## src/sv/cvsk_pkg.sv

```systemverilog
// ----------------------------------------------------------------------------
// cvsk_pkg
// Shared types, register codes and constants of the shared-kernel convolver.
// ----------------------------------------------------------------------------
package cvsk_pkg;

  localparam int KG               = 4;   // kernel grid, taps per side
  localparam int MAX_STRIDE       = 4;
  localparam int SAMPLE_W         = 16;
  localparam int WEIGHT_W         = 8;
  localparam int VALUE_W          = 32;
  localparam int CH_OUT_W         = 4;
  localparam int POS_W            = 6;
  localparam int CFG_IDX_W        = 3;
  localparam int CFG_DATA_W       = 64;
  localparam int FIFO_DEPTH       = 8;
  localparam int PIPE_WINDOWS     = 4;   // window stages ahead of the result queue

  localparam int DEF_MAX_WIDTH        = 64;
  localparam int DEF_MAX_IN_CHANNELS  = 16;
  localparam int DEF_MAX_OUT_CHANNELS = 16;

  localparam logic [CFG_IDX_W-1:0] REG_INPUT_SIZE   = 3'd0;
  localparam logic [CFG_IDX_W-1:0] REG_FIELD_SIZE   = 3'd1;
  localparam logic [CFG_IDX_W-1:0] REG_STRIDE       = 3'd2;
  localparam logic [CFG_IDX_W-1:0] REG_IN_CHANNELS  = 3'd3;
  localparam logic [CFG_IDX_W-1:0] REG_OUT_CHANNELS = 3'd4;
  localparam logic [CFG_IDX_W-1:0] REG_WEIGHTS_LOW  = 3'd5;
  localparam logic [CFG_IDX_W-1:0] REG_WEIGHTS_HIGH = 3'd6;

  typedef struct packed {
    logic [6:0]  input_size;
    logic [2:0]  field_size;
    logic [2:0]  stride;
    logic [4:0]  in_channels;
    logic [4:0]  out_channels;
    logic [63:0] weights_low;
    logic [63:0] weights_high;
  } cfg_t;

  typedef struct packed {
    logic             grid;
    logic             final_pos;
    logic [POS_W-1:0] orow;
    logic [POS_W-1:0] ocol;
  } pos_t;

  // v mod m for v < 4, m in 1..4
  function automatic logic [1:0] mod_small(input logic [1:0] v_in, input logic [2:0] m);
    logic [2:0] v;
    v = {1'b0, v_in};
    for (int i = 0; i < 3; i++) begin
      if (v >= m) v = v - m;
    end
    return v[1:0];
  endfunction

endpackage

```

## src/sv/cvsk_if.sv

```systemverilog


interface cvsk_result_if;
  logic                                valid;
  logic                                ready;
  logic signed [cvsk_pkg::VALUE_W-1:0] conv_value;
  logic [cvsk_pkg::CH_OUT_W-1:0]       out_channel;
  logic [cvsk_pkg::POS_W-1:0]          out_row;
  logic [cvsk_pkg::POS_W-1:0]          out_col;
  logic                                last;
  logic                                frame_end;
  modport source (output valid, output conv_value, output out_channel, output out_row,
                  output out_col, output last, output frame_end, input ready);
  modport sink   (input valid, input conv_value, input out_channel, input out_row,
                  input out_col, input last, input frame_end, output ready);
endinterface


```

## src/sv/cvsk_outq.sv

```systemverilog
// ----------------------------------------------------------------------------
// cvsk_outq
// Result queue; each window is sent once per output channel.
// ----------------------------------------------------------------------------
module cvsk_outq #(
  parameter int MAX_OUT_CHANNELS = cvsk_pkg::DEF_MAX_OUT_CHANNELS
) (
  input  logic                                clk_i,
  input  logic                                rst_ni,
  input  logic                                push_i,
  input  logic signed [cvsk_pkg::VALUE_W-1:0] value_i,
  input  cvsk_pkg::pos_t                      pos_i,
  input  logic [4:0]                          out_channels_i,
  output logic [$clog2(cvsk_pkg::FIFO_DEPTH+1)-1:0] count_o,
  cvsk_result_if.source                       result_o
);

  localparam int DEPTH = cvsk_pkg::FIFO_DEPTH;
  localparam int FAW   = $clog2(DEPTH);
  localparam int FCW   = $clog2(DEPTH + 1);
  localparam int OCW   = $clog2(MAX_OUT_CHANNELS + 1);
  localparam int KW    = (MAX_OUT_CHANNELS > 1) ? $clog2(MAX_OUT_CHANNELS) : 1;
  localparam int XW    = (KW > cvsk_pkg::CH_OUT_W) ? KW : cvsk_pkg::CH_OUT_W;

  logic signed [cvsk_pkg::VALUE_W-1:0] val_q [DEPTH];
  cvsk_pkg::pos_t                      pos_q [DEPTH];
  logic [FAW-1:0]                      wp_q, rp_q;
  logic [FCW-1:0]                      cnt_q;
  logic [KW-1:0]                       k_q;
  logic [OCW-1:0]                      oc;
  logic [XW-1:0]                       k_x;
  logic                                fire, lastc, pop;
  cvsk_pkg::pos_t                      head;

  always_comb begin
    if (out_channels_i == 5'd0)                       oc = OCW'(1);
    else if (32'(out_channels_i) > MAX_OUT_CHANNELS)  oc = OCW'(MAX_OUT_CHANNELS);
    else                                              oc = OCW'(out_channels_i);
  end

  assign head  = pos_q[rp_q];
  assign lastc = (32'(k_q) + 32'd1) >= 32'(oc);
  assign fire  = result_o.valid && result_o.ready;
  assign pop   = fire && lastc;
  assign k_x   = XW'(k_q);

  assign result_o.valid       = (cnt_q != '0);
  assign result_o.conv_value  = val_q[rp_q];
  assign result_o.out_channel = k_x[cvsk_pkg::CH_OUT_W-1:0];
  assign result_o.out_row     = head.orow;
  assign result_o.out_col     = head.ocol;
  assign result_o.last        = lastc;
  assign result_o.frame_end   = lastc && head.final_pos;
  assign count_o              = cnt_q;

  always_ff @(posedge clk_i) begin
    if (push_i) begin
      val_q[wp_q] <= value_i;
      pos_q[wp_q] <= pos_i;
    end
  end

  always_ff @(posedge clk_i or negedge rst_ni) begin
    if (!rst_ni) begin
      wp_q  <= '0;
      rp_q  <= '0;
      cnt_q <= '0;
      k_q   <= '0;
    end else begin
      if (push_i) wp_q <= FAW'(wp_q + 1'b1);
      if (pop)    rp_q <= FAW'(rp_q + 1'b1);
      cnt_q <= FCW'(cnt_q + FCW'(push_i) - FCW'(pop));
      if (fire)   k_q <= lastc ? '0 : KW'(k_q + 1'b1);
    end
  end

  a_cnt_bound: assert property (@(posedge clk_i) disable iff (!rst_ni)
    32'(cnt_q) <= DEPTH) else $error("result queue count beyond depth");

  a_no_overflow: assert property (@(posedge clk_i) disable iff (!rst_ni)
    (push_i && (32'(cnt_q) == DEPTH)) |-> pop) else $error("push into full queue");

  a_copy_hold: assert property (@(posedge clk_i) disable iff (!rst_ni)
    (result_o.valid && !result_o.ready) |=> $stable(k_q) && $stable(rp_q))
    else $error("copy index moved while stalled");

endmodule

```

## src/flat_wrapper.sv

```systemverilog
// flat-port wrapper written by rule: the top's interface ports become plain ports
module cvsk_outq_flat 
#(
  parameter int MAX_OUT_CHANNELS = cvsk_pkg::DEF_MAX_OUT_CHANNELS
)
  (clk_i, rst_ni, push_i, value_i, pos_i, out_channels_i, count_o, result_o_valid, result_o_conv_value, result_o_out_channel, result_o_out_row, result_o_out_col, result_o_last, result_o_frame_end, result_o_ready);
  cvsk_result_if result_o_i ();
  input  logic clk_i;
  input  logic rst_ni;
  input  logic push_i;
  input  logic signed [cvsk_pkg::VALUE_W-1:0] value_i;
  input  cvsk_pkg::pos_t pos_i;
  input  logic [4:0] out_channels_i;
  output logic [$clog2(cvsk_pkg::FIFO_DEPTH+1)-1:0] count_o;
  output wire logic [$bits(result_o_i.valid)-1:0] result_o_valid;
  output wire logic [$bits(result_o_i.conv_value)-1:0] result_o_conv_value;
  output wire logic [$bits(result_o_i.out_channel)-1:0] result_o_out_channel;
  output wire logic [$bits(result_o_i.out_row)-1:0] result_o_out_row;
  output wire logic [$bits(result_o_i.out_col)-1:0] result_o_out_col;
  output wire logic [$bits(result_o_i.last)-1:0] result_o_last;
  output wire logic [$bits(result_o_i.frame_end)-1:0] result_o_frame_end;
  input wire logic [$bits(result_o_i.ready)-1:0] result_o_ready;
  assign result_o_valid = result_o_i.valid;
  assign result_o_conv_value = result_o_i.conv_value;
  assign result_o_out_channel = result_o_i.out_channel;
  assign result_o_out_row = result_o_i.out_row;
  assign result_o_out_col = result_o_i.out_col;
  assign result_o_last = result_o_i.last;
  assign result_o_frame_end = result_o_i.frame_end;
  assign result_o_i.ready = result_o_ready;
  cvsk_outq #(.MAX_OUT_CHANNELS(MAX_OUT_CHANNELS)) u_core (.clk_i(clk_i), .rst_ni(rst_ni), .push_i(push_i), .value_i(value_i), .pos_i(pos_i), .out_channels_i(out_channels_i), .count_o(count_o), .result_o(result_o_i));
endmodule
```

## config.mk

```make
export PLATFORM = sky130hd
export DESIGN_NAME = cvsk_outq_flat
export DESIGN_NICKNAME = d
export VERILOG_FILES = /design/src/sv/cvsk_pkg.sv /design/src/sv/cvsk_if.sv /design/src/sv/cvsk_outq.sv /design/src/flat_wrapper.sv
export SDC_FILE = /design/constraint.sdc
export NUM_CORES = 1
export LEC_CHECK = 0
export BUFFER_PORTS_ARGS = -buffer_cell sky130_fd_sc_hd__buf_2
export CAP_MARGIN = 5
export CELL_PAD_IN_SITES_DETAIL_PLACEMENT = 1
export CELL_PAD_IN_SITES_GLOBAL_PLACEMENT = 2
export CORE_MARGIN = 1
export CORE_UTILIZATION = 48
export CTS_CLUSTER_DIAMETER = 50
export DETAILED_ROUTE_END_ITERATION = 16
export PLACE_DENSITY = 0.76
export SYNTH_ARGS = -nofsm -noshare
export SYNTH_HDL_FRONTEND = slang
export SYNTH_SLANG_ARGS = --single-unit
export TNS_END_PERCENT = 100
```

## constraint.sdc

```tcl
create_clock -name clk_i -period 5.6 [get_ports clk_i]
set_input_delay 0.56 -clock clk_i [delete_from_list [all_inputs] [get_ports clk_i]]
set_output_delay 0.56 -clock clk_i [all_outputs]
set_load 0.02 [all_outputs]
```

==> summary by stage <==
Outcome
The run finished with clean final reports.

Timing
Subtracting the final worst setup slack from the clock period gives around 3600 ps. The max-slew violation total from the final report was 0. Clock skew on the completed layout was measured at 11.5 ps. The worst pin sits at a relative slew slack of 22.8%. In the post-route analysis, the smallest setup slack over all paths is 2020 ps.

The worst-margin pin slew is roughly 1200 ps. Setup violations remaining at the end of the flow were counted as 0. The final hold violation count is 0.

After routing, the total negative slack on setup checks comes to 0 ps. Static timing analysis puts the maximum clock frequency at 0.279 GHz. Setup repair after global routing left no endpoint under its margin. In the finished design, the share of the clock period the worst path needs comes to 63.9%.

Global route
The wire length of the first global-routing pass is between 40 and 50 mm. The total overflow left after global routing is 0. The number of global-route vias before repair is between 7k and 8k. The number of antenna violations at the first check in global routing came to 2. Entering global routing, the biggest net connects 63 pins.

In the global route stage, overall resource usage came out at about a fifth.

Die
The core area is 30000 um2. The initial utilization of the core area, before any placement, comes to 49.3%. Measured along the y axis, the die boundary spans 177 um. The I/O pin count is 110. The die is 177 um wide. The number of standard-cell rows in the floorplan is 63. The die footprint is 31500 um2.

CTS
The maximum buffer depth of the clock tree is 3. The clock buffer count from CTS is 41. The number of H-tree levels is 2. Clock-pin slew was measured on the worst setup and hold paths at 60 ps. The clock root buffer is clkbuf_16. The TritonCTS clock tree is yes.

Clock tree synthesis found a total of 374 sinks. The worst-skew pair later-pin latency is 530 ps. In this run, post-CTS repair resized a total of 0 instances.

Layout
The non-filler instance count after layout is 1185. The fraction of final layout cells sized beyond drive strength 1 is 30.1%. The library cells used most frequently in the layout, excluding fill and tap cells, are 360 x edfxtp_1, 108 x buf_2, 89 x mux4_1. The count of nets after finishing is 830. The most common cell after layout, fill and taps aside is edfxtp_1. From synthesis to final layout, the design area changed by 15.9%.

Job
The max-cap violation count is 0.

Power
The analysis attributes to net switching a power of 2800 uW. The total power is 9040 uW. In this run, the clock network consumes ~29% of the power. The internal power consumption is 6240 uW. Of the total power, the share spent switching nets is 30.9%.

The worst IR drop on VDD is 0.000360 V. The power per standard cell area is 528 nW/um2. In this run, the combinational gates consume 29.1% of the power. The analysis attributes to cell leakage a power of 0.00597 uW. The power share of the sequential group is 42.3%.

Worst setup path
The startpoint identified for the worst register-to-register timing path is u_core.result_o.out_channel[0]. Traced cell by cell, the critical path runs through buf_4 > mux4_1 > mux2_2 > buf_2. The endpoint type of the worst setup path is a primary output. Broken down by cell family, the worst path's largest delay share belongs to multiplexers. In this run the critical register-to-register path is captured at u_core.count_o[3].

Data on the critical path arrives at its endpoint at 3020 ps. Together, buffers and inverters on the worst path number 2. The library cell contributing the largest single delay on the critical path is dfrtp_4.

The worst register-to-register path has a setup slack of 2670 ps. The kind of start point of the critical path is a flip-flop. The start-to-end type of the worst setup path is reg2out. The largest single stage delay on the critical path is 730 ps. The depth of the worst register-to-register path is 14.

In this run the worst path has a maximum fanout of 36. Data on the critical path is required at its endpoint by approximately 5000 ps.

Logic synthesis
Synthesis produced 620 cells. The total nets after synthesis is 689. The top cell type by total area after synthesis is edfxtp_1. Summing the areas of all xor and xnor instances in the mapped netlist gives less than 1% of the synthesized area. The synthesized netlist devotes 1.24% of its cell area to adder and majority cells.

Yosys attributes the largest share of cell area to edfxtp_1 73%, mux4_1 16%, mux2_2 3.5%, dfrtp_1 2.4%, ha_1 1.1%. The compound-cell area share of the yosys netlist is 0.517%. Dividing the synthesized area by the synthesized cell count gives 23.8 um2. The number of synthesized register bits is 374. The mux share of post-synthesis cell area is about a fifth. By area, the combinational part of the netlist is dominated by multiplexers. The number of warning messages in the yosys log is 0. The fraction of synthesized cell area taken by the top area cell type is 73.2%. The netlist area before placement is 14800 um2.

The fraction of the yosys area taken by sequential cells is 75.6%. The simple-gate area share of the yosys netlist is 1.25%. The number of distinct library cells after synthesis is 31.

Min path
The startpoint of the most critical hold path is value_i[16]. The kind of path behind the tightest hold check is in2reg. The worst hold path stage count is 1. The path with the worst hold slack has its endpoint at u_core.val_q[7][16].

Routing
In this run the remaining antenna-violating nets after routing total 0. In the final routed layout, each cell accounts on average for approximately 25 um. In the routed design, unresolved DRC markers number 0. The routed via count divided by cell count is between 5 and 6. The via total after detailed routing is 6731.

The final layout contains routed wiring with a total length of 30.2 mm. The first routing iteration left between 400 and 500 violations. The pre-antenna-repair detailed-routing pass consisted of 7 iterations.

Placement
Detailed placement ended at an HPWL of around 17 mm. At the placement stage, the worst setup path has a slack of 2450 ps. Routability-driven placement finished with a final weighted congestion of 0.708.

Input and output buffers added on the ports amount to 108. Once placement completed, the tool counted placed cells totaling about 1.1k.
==> worst max path at each step <==
stage	startpoint	end	slack [ps]	depth (start not counted)
3_5_place_dp	out_channels_i[1]	u_core.count_o[2]	2450	14
2_1_floorplan	push_i	u_core.pos_q[0][0]	1370	2
4_1_cts	u_core.rp_q[0]	result_o_conv_value[13]	1960	4
6_report	u_core.rp_q[0]	result_o_conv_value[18]	2020	4
5_1_grt	u_core.rp_q[0]	result_o_conv_value[13]	1890	4
3_3_place_gp	out_channels_i[1]	u_core.count_o[2]	2510	14
==> synth_stat cells <==
cell type	n
buf_1	10
nand2b_1	5
nor2_1	10
a2111oi_0	1
clkbuf_2	2
a221o_1	1
and3_1	1
nand3_1	4
fa_1	1
buf_6	10
nand2_1	11
mux4_1	89
dfrtp_1	14
or3_1	1
nor3b_1	2
o21ai_0	4
xnor2_1	4
nor3_1	4
a21o_1	1
xor2_1	3
edfxtp_1	360
mux2i_1	1
mux4_2	1
inv_1	12
ha_1	13
buf_2	1
nor2b_1	1
a21oi_1	3
mux2_2	46
o211ai_1	2
clkbuf_1	2
==> state kept, by name, summed over array words and instances, names as in the netlist <==
name,count
u_core.count_o,4
u_core.pos_q,104
u_core.result_o.out_channel,4
u_core.rp_q,3
u_core.val_q,256
u_core.wp_q,3
==> stage by stage <==
step                      util [%]  hold slack (ps)  area, um2
after floorplan                  -              264      14800
after global placement        52.7              472      15800
after detailed placement      52.7              480      15800
after CTS                     57.1              271      17100
after global routing          57.1              290      17100
final                         57.1              292      17100
==> per-layer routing <==
metal	vias to the layer above	wire length, um	GRT usage (%)
met5	-	13	0
met2	162	15700	34.3
met3	52	1190	3.38
met4	2	557	5.63
met1	3549	12700	25.3
li1	2966	-	-
==> layout make-up <==
cell class,instances,area [um2]
fill,2556,12800
antenna,1,2.50
clock buffer,53,1120
multi-input combinational,209,3450
sequential,374,11200
tap,390,488
timing repair buffer,123,656
inverter,12,45.0
clock inverter,23,184
==> power by group through the flow <==
stage	Sequential [uW]	Combinational (uW)	Clock, uW
floorplan	3720	2000	0
global placement	3840	2590	0
detailed placement	3890	2680	0
CTS	3830	2700	2640
global route	3870	2830	2720
finish	3820	2630	2580
==> repair_timing <==
item | 4_1_cts | 5_1_grt
hold buffers | 1 | 0
hold endpoints to repair | 14 | 0
endpoints found under the setup margin | 0 | 0
buffers inserted | 0 | 0
==> logic make-up after synthesis <==
| family | count (synthesis) |
|---|---|
| AND/OR/NAND/NOR | 39 |
| multiplexers | 137 |
| buffers and inverters | 37 |
| flip-flops | 374 |
| adder cells (fa/ha/maj) | 14 |
| XOR/XNOR | 7 |
| AO/OA/AOI/OAI | 12 |
(Power assumes the default switching activity.)
